===== config.mk =====
export PLATFORM = sky130hd
export DESIGN_NAME = mrfa_ctrl
export DESIGN_NICKNAME = d
export VERILOG_FILES = /design/src/design/assert_macros.svh /design/src/design/mrfa_pkg.sv /design/src/design/mrfa_ctrl.sv
export SDC_FILE = /design/constraint.sdc
export NUM_CORES = 1
export LEC_CHECK = 0
export ABC_CLOCK_PERIOD_IN_PS = 1200
export BUFFER_PORTS_ARGS = -buffer_cell sky130_fd_sc_hd__buf_2
export CORE_MARGIN = 2
export CORE_UTILIZATION = 25
export DETAILED_ROUTE_END_ITERATION = 16
export PLACE_DENSITY = 0.64
export SYNTH_ARGS = -nofsm -noshare
export SYNTH_HDL_FRONTEND = slang
export SYNTH_SLANG_ARGS = --single-unit

===== constraint.sdc =====
create_clock -name clk -period 1.2 [get_ports clk]
set_input_delay 0.24 -clock clk [delete_from_list [all_inputs] [get_ports clk]]
set_output_delay 0.24 -clock clk [all_outputs]
set_load 0.1 [all_outputs]

===== src/design/assert_macros.svh =====
// assertion macros for the allocator
`ifndef ASSERT_MACROS_SVH
`define ASSERT_MACROS_SVH
// implication checked every clock, masked during reset
`define CHK_IMP(lbl, a, c) \
  lbl: assert property (@(posedge clk) disable iff (rst) (a) |-> (c)) \
    else $error("check failed");
// next-cycle implication
`define CHK_NXT(lbl, a, c) \
  lbl: assert property (@(posedge clk) disable iff (rst) (a) |=> (c)) \
    else $error("check failed");
`endif


===== src/design/mrfa_pkg.sv =====
// shared types and constants of the resource allocator
package mrfa_pkg;
  localparam int NumResourcesDef = 4;
  localparam int QueueDepthDef = 16;
  localparam int NumCfg = 4;
  localparam int UnitW = 16;
  localparam int JobW = 16;
  localparam int SrcW = 64;

  localparam logic [2:0] StGranted = 3'd0;
  localparam logic [2:0] StQueued = 3'd1;
  localparam logic [2:0] StRejected = 3'd2;
  localparam logic [2:0] StFull = 3'd3;
  localparam logic [2:0] StQGrant = 3'd4;
  localparam logic [2:0] StRelDone = 3'd5;

  localparam logic ReqReserve = 1'b0;

  // commands from the controller to the datapath
  typedef struct packed {
    logic load;      // capture request
    logic reserve;   // apply reserve decision
    logic rel_add;   // add back granted units
    logic scan_rd;   // issue read of scan slot
    logic scan_wr;   // compacting write of scan entry
    logic scan_done; // commit new count
    logic head_rd;   // read queue head
    logic grant;     // consume queue head
    logic emit_req;  // load output with request echo
    logic emit_head; // load output with head entry
    logic [2:0] status;
    logic last;
  } mrfa_cmd_t;

  // status back to the controller
  typedef struct packed {
    logic bad_index;
    logic is_reserve;
    logic granted_rel;
    logic scan_more;
    logic head_ok;
    logic out_busy;
    logic [2:0] res_status;
  } mrfa_sts_t;
endpackage


===== src/design/mrfa_ctrl.sv =====
// controller state machine sequencing each request
module mrfa_ctrl (
  input  logic clk,
  input  logic rst,
  input  logic in_valid,
  output logic in_ready,
  input  mrfa_pkg::mrfa_sts_t sts,
  output mrfa_pkg::mrfa_cmd_t cmd
);
  typedef enum logic [3:0] {
    IDLE, DECIDE, SCAN, SCAN_END, HEAD_RD, HEAD_CHK, FINISH, DRAIN
  } state_t;
  state_t state;

  assign in_ready = (state == IDLE) && !sts.out_busy;

  always_comb begin
    cmd = '0;
    case (state)
      IDLE: cmd.load = in_valid && in_ready;
      DECIDE: begin
        if (!sts.out_busy) begin
          if (sts.bad_index) begin
            cmd.emit_req = 1'b1; cmd.status = mrfa_pkg::StRejected; cmd.last = 1'b1;
          end else if (sts.is_reserve) begin
            cmd.reserve = 1'b1; cmd.emit_req = 1'b1;
            cmd.status = sts.res_status; cmd.last = 1'b1;
          end else if (sts.granted_rel) begin
            cmd.rel_add = 1'b1;
          end else begin
            cmd.scan_rd = sts.scan_more;
          end
        end
      end
      SCAN: begin
        cmd.scan_wr = 1'b1;
        cmd.scan_rd = sts.scan_more;
      end
      SCAN_END: cmd.scan_done = 1'b1;
      HEAD_RD: cmd.head_rd = 1'b1;
      HEAD_CHK: begin
        if (!sts.out_busy) begin
          if (sts.head_ok) begin
            cmd.grant = 1'b1; cmd.emit_head = 1'b1;
          end
        end
      end
      FINISH: begin
        if (!sts.out_busy) begin
          cmd.emit_req = 1'b1; cmd.status = mrfa_pkg::StRelDone; cmd.last = 1'b1;
        end
      end
      default: cmd = '0;
    endcase
  end

  always_ff @(posedge clk) begin
    if (rst) begin
      state <= IDLE;
    end else begin
      case (state)
        IDLE: if (cmd.load) state <= DECIDE;
        DECIDE: begin
          if (!sts.out_busy) begin
            if (sts.bad_index || sts.is_reserve) state <= DRAIN;
            else if (sts.granted_rel) state <= HEAD_RD;
            else if (sts.scan_more) state <= SCAN;
            else state <= HEAD_RD;
          end
        end
        SCAN: if (!sts.scan_more) state <= SCAN_END;
        SCAN_END: state <= HEAD_RD;
        HEAD_RD: state <= HEAD_CHK;
        HEAD_CHK: begin
          if (!sts.out_busy) state <= sts.head_ok ? HEAD_RD : FINISH;
        end
        FINISH: if (!sts.out_busy) state <= DRAIN;
        DRAIN: state <= IDLE;
        default: state <= IDLE;
      endcase
    end
  end
endmodule


==> impl_metrics.tcl <==
set metrics [dict create \
    status "finished, violations left" \
    violations "negative setup slack" \
    yosys_most_used_dff "dfxtp_1" \
    critPathMaxStageDelay_ps 380 \
    period_share 1.47 \
    synth_edf_count 0 \
    dieArea_mm2 0.00187 \
    holdWs_ps 200 \
    core_area_mm2 0.00147 \
    hold_buffers 0 \
    critPathTopFamily "simple AND/OR/NAND/NOR gates" \
    cts_tree "built" \
    antenna_left 0 \
    syn_avg_cell_area_um2 7.86 \
    synth_compound_area_frac 0.231 \
    grt_pass1_wl_um 2640 \
    period_needed_ps 1760 \
    synth_top_area_cell "dfxtp_1" \
    drtIter0Drc 7 \
    regMostFlops "state" \
    tightest_slew_ps 308 \
    antenna_found_initial 0 \
    cts_buffers 3 \
    port_buffers 26 \
    setup_viol 16 \
    p_int_mw 0.555 \
    wire_per_inst_um 15.0 \
    p_leak_nw 0.483 \
    synth_top_cell_area_share 0.156 \
    critical_path.cell_chain "nand2b_4 -> or3_4 -> a21oi_4 -> buf_12" \
    muxShareOfSynthArea 0 \
    post-synth-top-count-cell "nor2_1" \
    via_count 574 \
    netlist_area_um2 385 \
    largestRegisters "state: 3 flops" \
    synth_nets 61 \
    yosysSeqAreaShare 0.156 \
    clk_pin_slew_ps 50 \
    root_buffer "clkbuf_4" \
    initial_utilization 0.262 \
    synth_xor_area_frac 0 \
    yosys.area_share.simple 0.481 \
    die_w_um 43.3 \
    power_density_mw_per_mm2 870 \
    final_max_slew_viol_count 0 \
    synth_area_leaders "dfxtp_1, buf_6, a21oi_1, nor2_1, nor4_1" \
    worst_setup_path_start_kind "register" \
    rows 14 \
    finalWorstSetupSlack_ps -565 \
    nets 113 \
    io_pins 27 \
    fmax_ghz 0.567 \
    clkPwrFrac 0.190 \
    synth-seq-cells 3 \
    largest_reg_flops 3 \
    place_congestion 0.820 \
    grt_pass1_vias 606 \
    rsz0062_at_grt "true" \
    maxCapViolations 0 \
    end_kind "output port" \
    arrival_ps 1520 \
    drc 0 \
    netlist_instances 49 \
    path_buf_inv 1 \
    holdCritPathClass "primary input to register" \
    swShare 0.446 \
    finalHoldViolations 0 \
    grt_use_total 0.191 \
    antenna_cells 0 \
    crit_slowest_cell "or3_4" \
    clk_path_buf_depth 2 \
    gr-total-overflow 0 \
    power.switching_mw 0.447 \
    path_class "register to output port" \
    power_mw 1.00 \
    irDropWorstVdd_mv 0.596 \
    synth_warnings 0 \
    p_seq_frac 0.127 \
    drt_pass1_iterations 4 \
    cp.required_ps 960 \
    wl_um 1740 \
    grt_max_degree 14 \
    dp_hpwl_um 1110 \
    drt-vias-per-instance 4.95 \
    cts.sinks 3 \
    syn2layout_area_growth_pct 199 \
    drive_gt1_frac 0.800 \
    slew-limit-headroom 0.793 \
    htree_levels 1 \
    synth_top_family_by_area "simple AND/OR/NAND/NOR gates" \
    path_max_fanout 3 \
    ys_types 31 \
    synth_fa_ha_area_frac 0 \
    p_comb_frac 0.684 \
    synth-async-reset-ratio 0 \
    pre_cts_ws_ps -327 \
    synth_common_cells "nor2_1, a21oi_1, dfxtp_1, nor4_1" \
    die_y_um 43.3 \
    clk_latency_ps 240 \
    skew_ps 10.4 \
]
==> cells by family (layout without fill, tap and decap cells) <==
family | count (synthesis) | in the layout
AOI/OAI and AO/OA | 12 | 12
buffers and inverters | 7 | 58
DFF | 3 | 3
and+or+nand+nor | 27 | 27
==> power by group through the flow <==
stage	combinational, mW	sequential [mW]	clock (mW)
3_3_place_gp	0.543	0.121	0
6_report	0.685	0.127	0.190
2_1_floorplan	0.352	0.124	0
3_5_place_dp	0.549	0.123	0
5_1_grt	0.708	0.128	0.210
4_1_cts	0.654	0.126	0.192
==> placed cells by master (no fill, tap or decap), types with 2 or more instances in the layout <==
cell type	netlist	routed
clkbuf_4	0	3
nor2b_1	2	2
buf_6	2	10
nor2_4	0	3
buf_4	2	15
nor4_4	0	3
nand2b_1	2	2
buf_12	0	16
dfxtp_4	0	2
buf_2	2	11
a21oi_1	4	3
a21o_4	0	2
==> final cells by class <==
cell class              count  area [µm²]
clock buffers               4        26.3
flip-flops and latches      3        68.8
multi-input cells          39         414
repair buffers             53         616
inverters                   1        6.26
fillers                    77         320
well taps                  16        20.0
==> worst paths after layout <==
path	startpoint	to	slack, ps	cells past startpoint
min reg2reg	state[2]$_SDFFE_PP0P_	state[2]$_SDFFE_PP0P_	750	2
min	rst	state[0]$_SDFFE_PP0P_	200	2
max reg2reg	state[0]$_SDFFE_PP0P_	state[2]$_SDFFE_PP0P_	-170	8
max	state[2]$_SDFFE_PP0P_	cmd[5]	-560	4
==> stage by stage <==
stage / area, µm² / std cells / utilization / setup TNS, ps
after CTS: 1120 / 113 / 0.762 / -6580
after detailed placement: 952 / 102 / 0.647 / -2950
final: 1150 / 116 / 0.782 / -6740
after floorplan: 528 / 49 / - / -8940
after global routing: 1150 / 116 / 0.782 / -7590
after global placement: 952 / 102 / 0.647 / -2620
==> repair_timing <==
action / 4_1_cts / 5_1_grt
resized for setup: 20 / 3
buffers inserted: 7 / 3
setup endpoints to repair: 15 / 16
pin swaps: 11 / 7
==> per-layer routing <==
layer	track usage	routed length, µm
met1	0.206	707
met2	0.349	974
met3	0.0255	46
met4	0.103	7
met5	0	0
==> worst reg2reg max path: stages (launching register included) <==
cell and delay (ps):
dfxtp_4 360, buf_6 120, buf_6 100, nor2_4 30, buf_4 130, buf_4 120
buf_4 120, nor3_1 170, o31a_1 160
(Power assumes the default switching activity.)
